$ cat config.mk
export PLATFORM = sky130hd
export DESIGN_NAME = periodic_task_tick_scheduler_top
export DESIGN_NICKNAME = d
export VERILOG_FILES = /design/src/sv/ptts_pkg.sv /design/src/sv/ptts_ctrl.sv /design/src/sv/ptts_datapath.sv /design/src/sv/periodic_task_tick_scheduler_top.sv
export SDC_FILE = /design/constraint.sdc
export NUM_CORES = 1
export LEC_CHECK = 0
export BUFFER_PORTS_ARGS = -buffer_cell sky130_fd_sc_hd__buf_2
export CORE_MARGIN = 8
export CORE_UTILIZATION = 45
export CTS_BUF_LIST = sky130_fd_sc_hd__clkbuf_4
export DETAILED_ROUTE_END_ITERATION = 10
export GPL_ROUTABILITY_DRIVEN = 0
export GPL_TIMING_DRIVEN = 0
export HOLD_SLACK_MARGIN = 0.05
export PLACE_DENSITY_LB_ADDON = 0.15
export SYNTH_ARGS = -nofsm -noshare
export SYNTH_HDL_FRONTEND = slang
export SYNTH_SLANG_ARGS = --single-unit
export TNS_END_PERCENT = 10
$ cat constraint.sdc
create_clock -name clock -period 9.87 [get_ports clock]
set_clock_uncertainty 0.05 [all_clocks]
set_input_delay 0.4935 -clock clock [delete_from_list [all_inputs] [get_ports clock]]
set_output_delay 0.4935 -clock clock [all_outputs]
set_load 0.05 [all_outputs]
$ cat src/sv/ptts_pkg.sv
// Shared constants, codes and controller/datapath interface types for the tick scheduler.
package ptts_pkg;

   localparam int NUM_TASKS = 3;
   localparam int SLOTS     = 4;
   localparam int CH_W      = 2;
   localparam int CNT_W     = 16;
   localparam int CSR_IDX_W = 3;
   localparam int REQ_DW    = 8;
   localparam int RSP_DW    = 8;

   localparam logic [SLOTS-1:0] ACTIVE_MASK =
      SLOTS'((1 << NUM_TASKS) - 1);
   localparam logic [CH_W-1:0] LAST_CH = CH_W'(NUM_TASKS - 1);

   localparam logic [SLOTS-1:0][CNT_W-1:0] SD_INIT = {16'd0, 16'd20, 16'd20, 16'd10};
   localparam logic [SLOTS-1:0][CNT_W-1:0] PD_INIT = {16'd0, 16'd5, 16'd500, 16'd10};

   typedef enum logic [1:0] {
      MODE_TICK     = 2'd0,
      MODE_DISPATCH = 2'd1,
      MODE_ENABLE   = 2'd2,
      MODE_RSVD     = 2'd3
   } ptts_mode_type;

   typedef struct packed {
      logic            do_enable;
      logic            tick_step;
      logic [CH_W-1:0] chan_idx;
      logic            disp_step;
   } ptts_cmd_type;

   typedef struct packed {
      logic pend_any;
      logic pend_one;
      logic slot_free;
   } ptts_stat_type;

endpackage

$ cat src/sv/ptts_ctrl.sv
// Sequencing state machine: accepts items and steps the datapath through ticks, dispatches and enables.
module ptts_ctrl (
   input  logic                   clock,
   input  logic                   reset,
   input  logic                   req_tvalid,
   output logic                   req_tready,
   input  logic [1:0]             req_mode,
   input  ptts_pkg::ptts_stat_type stat,
   output ptts_pkg::ptts_cmd_type  cmd
);

   typedef enum logic [2:0] {
      ST_IDLE = 3'b001,
      ST_TICK = 3'b010,
      ST_DISP = 3'b100
   } ptts_state_type;

   ptts_state_type              state_ff, state_in;
   logic [ptts_pkg::CH_W-1:0]   idx_ff, idx_in;
   logic                        accept;

   assign accept = req_tvalid && (state_ff == ST_IDLE);

   always_comb begin
      state_in      = state_ff;
      idx_in        = idx_ff;
      req_tready    = 1'b0;
      cmd.do_enable = 1'b0;
      cmd.tick_step = 1'b0;
      cmd.chan_idx  = idx_ff;
      cmd.disp_step = 1'b0;
      case (state_ff)
         ST_IDLE: begin
            req_tready = 1'b1;
            if (accept) begin
               case (ptts_pkg::ptts_mode_type'(req_mode))
                  ptts_pkg::MODE_TICK: begin
                     state_in = ST_TICK;
                     idx_in   = '0;
                  end
                  ptts_pkg::MODE_DISPATCH: state_in = ST_DISP;
                  ptts_pkg::MODE_ENABLE:   cmd.do_enable = 1'b1;
                  default: ;
               endcase
            end
         end
         ST_TICK: begin
            cmd.tick_step = 1'b1;
            if (idx_ff == ptts_pkg::LAST_CH) begin
               state_in = ST_IDLE;
            end else begin
               idx_in = idx_ff + 1'b1;
            end
         end
         ST_DISP: begin
            if (!stat.pend_any) begin
               state_in = ST_IDLE;
            end else if (stat.slot_free) begin
               cmd.disp_step = 1'b1;
               if (stat.pend_one) begin
                  state_in = ST_IDLE;
               end
            end
         end
         default: state_in = ST_IDLE;
      endcase
   end

   always_ff @(posedge clock) begin
      if (reset) begin
         state_ff <= ST_IDLE;
         idx_ff   <= '0;
      end else begin
         state_ff <= state_in;
         idx_ff   <= idx_in;
      end
   end

   // tick pass never addresses a channel beyond the configured count
   a_tick_range: assert property (@(posedge clock) disable iff (reset)
      cmd.tick_step |-> ({1'b0, cmd.chan_idx} < (ptts_pkg::CH_W+1)'(ptts_pkg::NUM_TASKS)))
      else $error("tick step on unused channel");

   // a tick pass ends with the last channel
   a_tick_end: assert property (@(posedge clock) disable iff (reset)
      (cmd.tick_step && cmd.chan_idx == ptts_pkg::LAST_CH) |=> req_tready)
      else $error("tick pass did not return to idle");

endmodule

$ cat src/sv/ptts_datapath.sv
// Channel state, configuration registers, shared countdown unit and result register.
module ptts_datapath (
   input  logic                              clock,
   input  logic                              reset,
   input  ptts_pkg::ptts_cmd_type             cmd,
   output ptts_pkg::ptts_stat_type            stat,
   input  logic [ptts_pkg::CH_W-1:0]          req_channel_id,
   input  logic                              req_enable_value,
   input  logic                              csr_valid,
   output logic                              csr_ready,
   input  logic [ptts_pkg::CSR_IDX_W-1:0]     csr_index,
   input  logic [ptts_pkg::CNT_W-1:0]         csr_data,
   output logic                              rsp_tvalid,
   input  logic                              rsp_tready,
   output logic [ptts_pkg::CH_W-1:0]          rsp_channel,
   output logic                              rsp_tlast
);

   logic [ptts_pkg::SLOTS-1:0][ptts_pkg::CNT_W-1:0] sd_ff, sd_in;
   logic [ptts_pkg::SLOTS-1:0][ptts_pkg::CNT_W-1:0] pd_ff, pd_in;
   logic [ptts_pkg::SLOTS-1:0][ptts_pkg::CNT_W-1:0] cd_ff, cd_in;
   logic [ptts_pkg::SLOTS-1:0]                      rdy_ff, rdy_in;
   logic [ptts_pkg::SLOTS-1:0]                      en_ff, en_in;
   logic                                            rsp_valid_ff, rsp_valid_in;
   logic [ptts_pkg::CH_W-1:0]                       rsp_chan_ff, rsp_chan_in;
   logic                                            rsp_last_ff, rsp_last_in;

   logic [ptts_pkg::SLOTS-1:0]                      pend, pend_rest, pend_low;
   logic [ptts_pkg::CH_W-1:0]                       low_id;
   logic [ptts_pkg::CNT_W-1:0]                      cd_cur, cd_dec;
   logic                                            ch_ok;
   logic                                            csr_wr;

   assign csr_ready = 1'b1;
   assign csr_wr    = csr_valid && csr_ready;

   assign pend      = rdy_ff & ptts_pkg::ACTIVE_MASK;
   assign pend_low  = pend & (~pend + 1'b1);
   assign pend_rest = pend & ~pend_low;

   always_comb begin
      low_id = '0;
      for (int k = ptts_pkg::SLOTS - 1; k >= 0; k--) begin
         if (pend[k]) begin
            low_id = ptts_pkg::CH_W'(k);
         end
      end
   end

   assign stat.pend_any  = |pend;
   assign stat.pend_one  = (|pend) && !(|pend_rest);
   assign stat.slot_free = !rsp_valid_ff || rsp_tready;

   assign cd_cur = cd_ff[cmd.chan_idx];
   assign cd_dec = cd_cur - 1'b1;
   assign ch_ok  = {1'b0, req_channel_id} < (ptts_pkg::CH_W+1)'(ptts_pkg::NUM_TASKS);

   always_comb begin
      sd_in        = sd_ff;
      pd_in        = pd_ff;
      cd_in        = cd_ff;
      rdy_in       = rdy_ff;
      en_in        = en_ff;
      rsp_valid_in = rsp_valid_ff && !rsp_tready;
      rsp_chan_in  = rsp_chan_ff;
      rsp_last_in  = rsp_last_ff;

      if (csr_wr) begin
         if (!csr_index[2]) begin
            sd_in[csr_index[1:0]] = csr_data;
         end else begin
            pd_in[csr_index[1:0]] = csr_data;
         end
      end

      if (cmd.do_enable && ch_ok) begin
         en_in[req_channel_id] = req_enable_value;
         cd_in[req_channel_id] = sd_ff[req_channel_id];
      end

      if (cmd.tick_step && en_ff[cmd.chan_idx] && (cd_cur != '0)) begin
         if (cd_dec == '0) begin
            cd_in[cmd.chan_idx]  = pd_ff[cmd.chan_idx];
            rdy_in[cmd.chan_idx] = 1'b1;
         end else begin
            cd_in[cmd.chan_idx] = cd_dec;
         end
      end

      if (cmd.disp_step) begin
         rdy_in       = rdy_ff & ~pend_low;
         rsp_valid_in = 1'b1;
         rsp_chan_in  = low_id;
         rsp_last_in  = !(|pend_rest);
      end
   end

   always_ff @(posedge clock) begin
      if (reset) begin
         sd_ff        <= ptts_pkg::SD_INIT;
         pd_ff        <= ptts_pkg::PD_INIT;
         cd_ff        <= ptts_pkg::SD_INIT;
         rdy_ff       <= '0;
         en_ff        <= '1;
         rsp_valid_ff <= 1'b0;
      end else begin
         sd_ff        <= sd_in;
         pd_ff        <= pd_in;
         cd_ff        <= cd_in;
         rdy_ff       <= rdy_in;
         en_ff        <= en_in;
         rsp_valid_ff <= rsp_valid_in;
      end
   end

   always_ff @(posedge clock) begin
      rsp_chan_ff <= rsp_chan_in;
      rsp_last_ff <= rsp_last_in;
   end

   assign rsp_tvalid  = rsp_valid_ff;
   assign rsp_channel = rsp_chan_ff;
   assign rsp_tlast   = rsp_last_ff;

   // result register is never overwritten while holding an untaken item
   a_no_overwrite: assert property (@(posedge clock) disable iff (reset)
      cmd.disp_step |-> stat.slot_free)
      else $error("dispatch into occupied result register");

   // unused channels never become ready
   a_unused_quiet: assert property (@(posedge clock) disable iff (reset)
      (rdy_ff & ~ptts_pkg::ACTIVE_MASK) == '0)
      else $error("ready flag set on unused channel");

   // a dispatched channel is cleared and shows up in the result register
   a_disp_clear: assert property (@(posedge clock) disable iff (reset)
      cmd.disp_step |=> (rsp_tvalid && !rdy_ff[rsp_channel]))
      else $error("dispatch did not clear flag or present item");

endmodule

$ cat src/sv/periodic_task_tick_scheduler_top.sv
// Periodic tick scheduler top level: stream ports, controller and datapath.
// Tick item: the shared countdown unit steps one channel per cycle, then the controller idles.
//   Set-enable item: applied as it is accepted. Dispatch: from the dispatch state, one id
//   is registered per cycle while rsp_tready holds; next item taken once the last id is in
//   the result register. An empty dispatch returns to idle without presenting an id.
// Reset is synchronous: configuration returns to defaults, countdowns to their start delays.
module periodic_task_tick_scheduler_top (
   input  logic                                 clock,
   input  logic                                 reset,
   input  logic                                 req_tvalid,
   output logic                                 req_tready,
   input  logic [ptts_pkg::REQ_DW-1:0]          req_tdata,  // [1:0] channel_id, [2] enable_value
   input  logic [1:0]                           req_tuser,  // [1:0] mode
   output logic                                 rsp_tvalid,
   input  logic                                 rsp_tready,
   output logic [ptts_pkg::RSP_DW-1:0]          rsp_tdata,  // [1:0] ready_channel
   output logic                                 rsp_tlast,
   input  logic                                 csr_valid,
   output logic                                 csr_ready,
   input  logic [ptts_pkg::CSR_IDX_W-1:0]       csr_index,
   input  logic [ptts_pkg::CNT_W-1:0]           csr_data
);

   ptts_pkg::ptts_cmd_type   cmd;
   ptts_pkg::ptts_stat_type  stat;
   logic [ptts_pkg::CH_W-1:0] rsp_channel;

   ptts_ctrl u_ctrl (
      .clock      (clock),
      .reset      (reset),
      .req_tvalid (req_tvalid),
      .req_tready (req_tready),
      .req_mode   (req_tuser),
      .stat       (stat),
      .cmd        (cmd)
   );

   ptts_datapath u_datapath (
      .clock            (clock),
      .reset            (reset),
      .cmd              (cmd),
      .stat             (stat),
      .req_channel_id   (req_tdata[1:0]),
      .req_enable_value (req_tdata[2]),
      .csr_valid        (csr_valid),
      .csr_ready        (csr_ready),
      .csr_index        (csr_index),
      .csr_data         (csr_data),
      .rsp_tvalid       (rsp_tvalid),
      .rsp_tready       (rsp_tready),
      .rsp_channel      (rsp_channel),
      .rsp_tlast        (rsp_tlast)
   );

   assign rsp_tdata = {{(ptts_pkg::RSP_DW - ptts_pkg::CH_W){1'b0}}, rsp_channel};

endmodule

==> results of run 1 <==
==> layer usage <==
layer,GRT usage [%],vias to the layer above,wire length [um]
met5,0,-,0
met4,8.17,0,803
met3,5.18,56,2350
met2,38.7,357,13700
met1,35.0,3933,14000
li1,-,3822,-
==> Yosys cell counts (all sizes together) (2+ instances only) <==
| master | instances |
|---|---|
| nor4 | 9 |
| buf | 16 |
| nor4b | 29 |
| xnor2 | 3 |
| nand4b | 3 |
| xor2 | 7 |
| clkbuf | 86 |
| and2 | 6 |
| nand3 | 24 |
| nor3b | 6 |
| conb | 2 |
| a31oi | 7 |
| nor2 | 53 |
| dfxtp | 189 |
| nor4bb | 16 |
| o32ai | 5 |
| clkinv | 2 |
| a211oi | 66 |
| o21ai | 13 |
| or3 | 2 |
| nand2 | 261 |
| a2111oi | 4 |
| nand2b | 6 |
| nand4 | 7 |
| edfxtp | 3 |
| mux4 | 33 |
| a21oi | 129 |
| inv | 14 |
| o211ai | 2 |
| mux2i | 7 |
| nor2b | 6 |
| a311oi | 8 |
| ha | 7 |
| o31ai | 3 |
| nor3 | 12 |
==> metrics by stage <==
step / setup WS (ps) / area (um^2)
after detailed placement: 5730 / 9570
after global routing: 5350 / 9870
after global placement: 5710 / 9570
after floorplan: 6560 / 9170
after CTS: 5650 / 9870
final: 5520 / 9870
==> final timing paths <==
check | from | end | slack [ps]
worst min register to register | u_datapath.sd_ff[7]$_SDFFE_PP0P_ | u_datapath.sd_ff[7]$_SDFFE_PP0P_ | 410
worst max register to register | u_ctrl.idx_ff[1]$_SDFFE_PP0P_ | u_datapath.cd_ff[5]$_SDFF_PP0_ | 5520
worst min-delay path | req_tdata[2] | u_datapath.en_ff[2]$_SDFFE_PP1P_ | 120
worst max-delay path | u_ctrl.idx_ff[1]$_SDFFE_PP0P_ | u_datapath.cd_ff[5]$_SDFF_PP0_ | 5520
==> flip-flops by register name (all words and copies together), names as in the netlist <==
signal	cells
u_datapath.rdy_ff	3
u_ctrl.idx_ff	2
u_datapath.en_ff	4
u_datapath.pd_ff	64
u_datapath.rsp_tvalid	1
u_datapath.sd_ff	48
u_ctrl.state_ff	3
u_datapath.rsp_tlast	1
u_datapath.cd_ff	64
u_datapath.rsp_channel	2
==> power by group <==
part	internal [uW]	switching [uW]	leakage [uW]
clock	138	313	0.000162
sequential	791	8.08	0.00156
combinational	32.5	86.5	0.00151
==> cell usage in the layout, fill, tap and decap left out, types with 7 or more instances in the layout <==
master | Yosys | layout
a211oi_1 | 52 | 52
a211oi_2 | 14 | 14
a21oi_1 | 123 | 123
a311oi_1 | 8 | 8
a31oi_1 | 7 | 7
buf_2 | 4 | 17
buf_4 | 8 | 8
clkbuf_1 | 70 | 70
clkbuf_2 | 16 | 16
clkbuf_4 | 0 | 17
conb_1 | 2 | 7
dfxtp_1 | 189 | 189
ha_1 | 7 | 7
inv_1 | 14 | 14
inv_6 | 0 | 7
mux4_2 | 33 | 33
nand2_1 | 260 | 260
nand3_1 | 24 | 24
nand4_1 | 7 | 7
nor2_1 | 53 | 53
nor3_1 | 10 | 10
nor4b_1 | 28 | 28
nor4bb_1 | 16 | 16
o21ai_0 | 11 | 11
xor2_1 | 7 | 7
==> critical path: cells and delay by family (launching register included) <==
kind / cells / cell delay [ps]
XOR/XNOR: 1 / 490
buffers and inverters: 4 / 880
flip-flops: 1 / 390
AO/OA/AOI/OAI: 1 / 320
multiplexers: 1 / 430
AND/OR/NAND/NOR: 5 / 1500
adder cells (fa/ha/maj): 1 / 200
==> layout make-up <==
cell class | instances | area [um^2]
clock inverters | 15 | 165
flip-flops and latches | 192 | 3870
multi-input cells | 751 | 4770
inverters | 16 | 60.1
clock buffers | 17 | 128
repair buffers | 13 | 65.1
diodes | 1 | 2.50
plain buffers | 102 | 464
fillers | 2016 | 10200
well taps | 270 | 338
==> cell families after synthesis <==
group / synth area share, %
AND/OR/NAND/NOR: 23.7
buffers and inverters: 5.73
adder cells (fa/ha/maj): 1.07
multiplexers: 8.93
XOR/XNOR: 0.957
flip-flops: 42.3
other: 0.0821
AO/OA/AOI/OAI: 17.2
==> impl_metrics.ini, run 1 <==
[yosys]
ys_seq_area_share_pct = 42.3
yosysTopAreaCell = dfxtp_1
mappedNetlistArea_um2 = 9150
synth_top_area_share_pct = 41.3
synth_edf_count = 3
postSynthAreaPerCell_um2 = 8.67
yosys-top-cells-area = dfxtp_1 (41%), nand2_1 (11%), mux4_2 (8.1%)
yosys_warnings = 0
synth_cells = 1056
ys_ff_latch = 192
synth_ff_type = dfxtp_1
synth.distinct_cells = 61
async_reset_ff_share_pct = 0

[pwr]
power_leakage_uw = 0.00323
ir_drop_v = 0.0000829
power.density_nw_per_um2 = 139
power_uw = 1370

[die]
die_area_um2 = 25200
die_w_um = 159
start_util_pct = 45.5
io_pins = 46
core_um2 = 20100
die_y_um = 159
std_cell_rows = 52

[final_layout]
nets = 1134
drive_above_1_share_pct = 12.6
area_growth_pct = 7.83
post-route-util_pct = 49.1
layout.cells.non_filler = 1377

[worst_setup_path]
criticalPathCategory = flop to flop
path_cells = buf_2 > buf_2 > mux4_2 > inv_1 > ha_1 > inv_1 > nor2_1 > nand3_1 > xor2_1 > nand4_1 > nor4_2 > nand2_1 > a311oi_1
startpoint_type = flop
r2r_cells = 13
worst_path_max_delay_cell = nor4_2
critPathMaxFanout = 10
cp.arrival_ps = 4820
cp-end-kind = flop
cp.required_ps = 10340
cpPeakStageDelay_ps = 520

[clocking]
htreeDepth = 4
post-cts-setup-buffers = 0
cts_hold_buf = 0
insertion_delay_ps = 610
clock-sinks = 192
ctsResizeCount = 0
cts_tree = yes
cts_buffers = 17
root_buffer = clkbuf_4
clock_path_buffers = 2
clk_pin_slew_ps = 170

[sta]
finalSetupViolCount = 0
tightest_slew_ps = 1140
final.setup.tns_ps = 0
post-route-period-util_pct = 44.1
hold_viol = 0
min_period_ps = 4350
slew_viol_final = 0
fmax_mhz = 230
grt_setup_unrepaired = false
maxSlewHeadroom_pct = 23.3
holdWs_ps = 124

[global_route]
grt_pass1_wl_mm = 46.9
grt_pass1_vias = 7561
grt.total_usage_pct = 25.3
antenna_found_initial = 1
grt_max_degree = 20
overflow = 0

[status]
status = finished clean

[drt]
drc_errors = 0
drtIter0Drc = 821
dr.pass1.iters = 5
avgViaCountPerCell = 5.93
wirelength_mm = 30.9
drtAntennaViolNets = 0
vias = 8168
wl_per_cell_um = 22.4

[placement]
place.port_buffers = 13
dp_hpwl_mm = 23.0
place_inst = 1344

[hold_path]
whs_path_depth = 3
hold_class = input pin to flop

[job]
cap_violations = 0
Power figures use the tool's default switching activity.
==> run 2, diff against run 1 <==
clock period = 4.15 ns   (was 9.87 ns; I/O delays follow)
==> run 2 against run 1 <==
First-iteration DRC count up 4.9%. Combinational power rose to 2.5 times the previous value. Highest routed layer unchanged. Sequential power up 140%. Die area unchanged. Global-route usage up 0.25 points. Clock-buffer cell count unchanged. Routed wire length up 1.1%. Non-clock buffer count up 25. Clock power up 140%. Sequential cell count unchanged.
==> impl_metrics.ini, run 2 (synthesized netlist as in run 1, its figures left out) <==
[pwr]
power_uw = 3270
ir_drop_v = 0.000195
switching_share_pct = 29.7
power.density_nw_per_um2 = 322
netSwitchingPower_uw = 971
p_seq_share_pct = 58.1
comb_power_share_pct = 9.2
p_clk_share_pct = 32.7
internal_power_uw = 2300
power_leakage_uw = 0.00334

[sta]
fmax_mhz = 251
timing.final.ws_setup_ps = 160
finalSetupViolCount = 0
post-route-period-util_pct = 96.1
min_period_ps = 3990
slew_viol_final = 0
grt_setup_unrepaired = true
final.setup.tns_ps = 0
maxSlewHeadroom_pct = 26.5
hold_viol = 0
tightest_slew_ps = 1090

[drt]
wirelength_mm = 31.3
drc_errors = 0
avgViaCountPerCell = 5.98
wl_per_cell_um = 22.3
vias = 8386
drtIter0Drc = 861
dr.pass1.iters = 7
drtAntennaViolNets = 0

[final_layout]
multi_input_area_um2 = 4800
top_regs = u_datapath.cd_ff: 64 flops, u_datapath.pd_ff: 64 flops, u_datapath.sd_ff: 48 flops
register_area_um2 = 3870
final_common_cell = nand2_1
final_area_um2 = 10100
fillers = 1982
area_growth_pct = 10.9
nets = 1159
most-common-layout-cells = nand2_1 (260), dfxtp_1 (189), a21oi_1 (123)
drive_above_1_share_pct = 12.9

[worst_setup_path]
cp.arrival_ps = 4420
cp.required_ps = 4580
cp-end-kind = flop
critPathMaxFanout = 10
critPathMostFrequentCell = inv_1
criticalPathCategory = flop to flop
worst_path_max_delay_cell = nor4b_4
path_buf_inv = 4
cpPeakStageDelay_ps = 450
r2r_slack_ps = 160
path_cells = buf_2 > clkbuf_4 > mux4_2 > inv_1 > ha_1 > inv_1 > nor2_2 > nand4_1 > xnor2_1 > nand4b_1 > nor4b_4 > mux2i_2 > a211oi_1
startpoint_type = flop
crit_family = simple AND/OR/NAND/NOR gates

[global_route]
grt.total_usage_pct = 25.5
grt_pass1_wl_mm = 47.4
overflow = 0
grt_max_degree = 20
grt_pass1_vias = 7695
antenna_found_initial = 1

[hold_path]
hold_class = input pin to flop

[clocking]
root_buffer = clkbuf_4
clock-sinks = 192
insertion_delay_ps = 610
htreeDepth = 4
clock_path_buffers = 2
cts_buffers = 17
cts_tree = yes
clk_pin_slew_ps = 180

[die]
core_um2 = 20100
die_y_um = 159
die_area_um2 = 25200
die_w_um = 159
std_cell_rows = 52
start_util_pct = 45.5
io_pins = 46

[job]
cap_violations = 0

[placement]
place_ws_ps = 11.0
dp_hpwl_mm = 23.0
placed_area_um2 = 9570
place.port_buffers = 13

[status]
status = finished clean
run 2: final timing paths:
path | start | end | cells past startpoint
hold / removal | req_tuser[1] | u_ctrl.state_ff[1]$_SDFFE_PP0P_ | 6
setup reg to reg | u_ctrl.idx_ff[1]$_SDFFE_PP0P_ | u_datapath.cd_ff[33]$_SDFF_PP0_ | 13
hold reg to reg | u_datapath.sd_ff[7]$_SDFFE_PP0P_ | u_datapath.sd_ff[7]$_SDFFE_PP0P_ | 2
setup / recovery | u_ctrl.idx_ff[1]$_SDFFE_PP0P_ | u_datapath.cd_ff[33]$_SDFF_PP0_ | 13
run 2: routing by layer:
metal	up-vias	routed length [um]	share of wire, %	track usage [%]
met1	4070	13900	45	35.3
met2	389	14100	45	39.7
li1	3877	-	-	-
met5	-	0	0	0
met4	0	707	2.3	7.68
met3	50	2480	7.9	4.83
run 2: cell type report:
class	instances	area share [%]
diodes	1	0.0247
well taps	270	3.33
plain buffers	102	4.60
inverters	16	0.592
clock inverters	15	1.63
multi-input cells	751	47.3
repair buffers	38	3.06
flip-flops and latches	192	38.2
clock buffers	17	1.26
run 2: power groups by stage:
| stage | Clock, uW | Combinational, uW | Sequential, uW |
|---|---|---|---|
| floorplan | 0 | 194 | 1930 |
| global placement | 0 | 276 | 1940 |
| detailed placement | 0 | 278 | 1940 |
| CTS | 1080 | 296 | 1900 |
| global route | 1150 | 325 | 1900 |
| finish | 1070 | 301 | 1900 |
run 2: timing repair:
item	CTS	global route
pin swaps	0	1
hold buffers	23	0
gates resized for setup	2	5
endpoints found under the hold margin	120	0
buffers inserted	0	2
endpoints found under the setup margin	8	58
run 2: through the flow:
stage / instances / utilization [%] / hold slack (ps)
floorplan: 1061 / - / 283
CTS: 1399 / 50.3 / 57.1
global route: 1402 / 50.5 / 98.1
global placement: 1344 / 47.6 / 377
finish: 1402 / 50.5 / 87.5
detailed placement: 1344 / 47.6 / 384
run 2: tightest hold or removal path, delay by kind of cell:
kind	cells	cell delay, ps
simple gates	3	230
buf+inv	2	160
compound gates	1	110
==> run 3, diff against run 2 <==
ABC_AREA = 1   (was unset)
clock period = 4.75 ns   (was 4.15 ns; I/O delays follow)
==> run 3 against run 2 <==
Die area is 18% higher. Design area grew 20%. Routed wire length is 33% higher. First-iteration DRC count grew 80%. Core utilization fell by 0.23 points. Sequential cell count rose by 2. Sequential power fell by 11%. Critical endpoint is now u_datapath.cd_ff[3]$_SDFF_PP1_.
==> impl_metrics.ini, run 3 <==
[status]
status = finished clean

[pwr]
power_leakage_uw = 0.00520
power.density_nw_per_um2 = 276
ir_drop_v = 0.000219

[final_layout]
post-route-util_pct = 50.2
top_regs = u_datapath.cd_ff: 64 flops, u_datapath.pd_ff: 64 flops, u_datapath.sd_ff: 50 flops
area_growth_pct = 10.5
final_common_cell = nand2_1
drive_above_1_share_pct = 8.20
nets = 1919
most-common-layout-cells = nand2_1 (612), nor2_1 (246), o21ai_0 (193)

[placement]
dp_hpwl_mm = 31.4
place_ws_ps = 1060
place.port_buffers = 31

[yosys]
synth_top_family_by_area = simple AND/OR/NAND/NOR gates
yosysTopAreaCell = dfxtp_1
synth_top_area_share_pct = 34.8
synth.distinct_cells = 37
ys_ff_latch = 194
synthSimpleGateAreaFrac_pct = 37.6
yosys-top-cells-area = dfxtp_1 (35%), nand2_1 (21%), o21ai_0 (8.8%)
postSynthAreaPerCell_um2 = 6.11
synth_commonest_cells = nand2_1 (612), nor2_1 (246), o21ai_0 (193)
synth_ff_type = dfxtp_1
synth_fa_ha_area_share_pct = 0.797
synth_compound_area_share_pct = 16.2
yosys_warnings = 0
mappedNetlistArea_um2 = 11000
async_reset_ff_share_pct = 0
synth_cells = 1798
synthXorXnorAreaFrac_pct = 0.159
synth_edf_count = 3
synth_mux_area_share_pct = 0
ys_seq_area_share_pct = 35.6
synth.most_common_cell = nand2_1

[global_route]
grt_max_degree = 23
overflow = 0
antenna_found_initial = 1
grt_pass1_vias = 10500
grt.total_usage_pct = 27.9
grt_pass1_wl_mm = 62.2

[drt]
avgViaCountPerCell = 5.42
vias = 12000
wirelength_mm = 41.5
wl_per_cell_um = 18.7
dr.pass1.iters = 6
drtIter0Drc = 1552
drc_errors = 0
drtAntennaViolNets = 0

[die]
io_pins = 46
core_um2 = 24200
start_util_pct = 45.5
die_y_um = 172
die_w_um = 172
die_area_um2 = 29700
std_cell_rows = 57

[clocking]
insertion_delay_ps = 630
cts_buffers = 17
clock-sinks = 194
root_buffer = clkbuf_4
clock_path_buffers = 2
clk_pin_slew_ps = 200
htreeDepth = 4
cts_tree = yes
ctsResizeCount = 0

[worst_setup_path]
worst_path_max_delay_cell = o21ai_0
cp_num_cells = 16
critPathMostFrequentCell = nand2_1
path_buf_inv = 5
r2r_cells = 16
critPathLaunch = u_ctrl.idx_ff[1]$_SDFFE_PP0P_
critPathMaxFanout = 10
crit_family = simple AND/OR/NAND/NOR gates
cp-end-kind = flop
criticalPathCategory = flop to flop
cpPeakStageDelay_ps = 580
cp.required_ps = 5190
cp.arrival_ps = 4390
path_cells = buf_4 > inv_2 > buf_6 > nand3_1 > nand2_1 > ha_1 > nand3_2 > nor2_1 > nand4_1 > nand2_1 > inv_1 > nor2_2 > buf_4 > nand3b_4 > o21ai_0 > nand2_1
worst_r2r_startpoint = u_ctrl.idx_ff[1]$_SDFFE_PP0P_
startpoint_type = flop

[sta]
slew_viol_final = 0
fmax_mhz = 253
finalSetupViolCount = 0
timing.final.ws_setup_ps = 802
tightest_slew_ps = 1290
min_period_ps = 3950
maxSlewHeadroom_pct = 13.7
hold_viol = 0
post-route-period-util_pct = 83.1
grt_setup_unrepaired = false
final.setup.tns_ps = 0

[job]
cap_violations = 0

[hold_path]
whs_path_depth = 7
hold_class = input pin to flop
hp-start = csr_valid
-- run 3: cell types whose count changed after synthesis, moves of 28 or more --
cell,delta
nand2_1,+352
nor2_1,+193
o21ai_0,+182
nand3_1,+109
inv_1,+96
a211oi_1,-49
a21oi_1,-37
mux4_2,-33
nor4b_1,-28
-- run 3: repair_timing --
item / in CTS / in global routing
hold buffers: 25 / 0
buffers inserted: 0 / 0
hold endpoints to repair: 114 / 0
-- run 3: report_power, final --
part | internal (uW) | leakage (uW) | total (uW) | switching, uW
clock | 265 | 0.000171 | 1000 | 738
sequential | 1670 | 0.00158 | 1690 | 21.4
combinational | 167 | 0.00345 | 651 | 484
total | 2110 | 0.00520 | 3350 | 1240
-- run 3: per-layer routing --
layer	vias to the layer above	global-route usage, %	wire length, um
met2	617	44.4	18300
met1	5386	36.7	17300
li1	5892	-	-
met5	-	0	0
met4	0	11.9	1900
met3	115	4.66	4070
-- run 3: final timing paths --
path              slack [ps]                                end
hold reg to reg          410   u_datapath.en_ff[3]$_SDFFE_PP1P_
hold / removal           100  u_datapath.sd_ff[50]$_SDFFE_PP0P_
setup / recovery         800     u_datapath.cd_ff[3]$_SDFF_PP1_
setup reg to reg         800     u_datapath.cd_ff[3]$_SDFF_PP1_
-- run 3: cell families (layout without fill, tap and decap cells) --
kind of cell / after synthesis / in the layout
AOI/OAI and AO/OA: 331 / 331
adders and majority gates: 7 / 7
xor gates and xnor gates: 2 / 2
buffers and inverters: 236 / 324
DFF: 194 / 194
and+or+nand+nor: 1026 / 1026
other: 2 / 8
-- run 3: tightest hold or removal path: stages --
cell     delay, ps
buf_2          100
inv_1           50
nor2_1          60
inv_1           60
nor2_1          50
o21ai_0        140
nor2_1          40
-- run 3: area by class of cell --
type | instances | area (um^2)
buffer | 116 | 601
antenna | 1 | 2.50
tap | 324 | 405
clock inverter | 15 | 198
inverter | 120 | 450
timing repair buffer | 56 | 405
sequential | 194 | 3910
multi-input combinational | 1373 | 6040
fill | 2587 | 12000
clock buffer | 17 | 128
-- run 3: stage by stage --
step / hold slack, ps / cells / power [uW] / instance area, um^2
floorplan: 301 / 1803 / 2110 / 11000
global placement: 357 / 2158 / 2330 / 11600
detailed placement: 359 / 2158 / 2340 / 11600
CTS: 80.6 / 2215 / 3320 / 12100
global route: 156 / 2216 / 3450 / 12100
finish: 101 / 2216 / 3350 / 12100
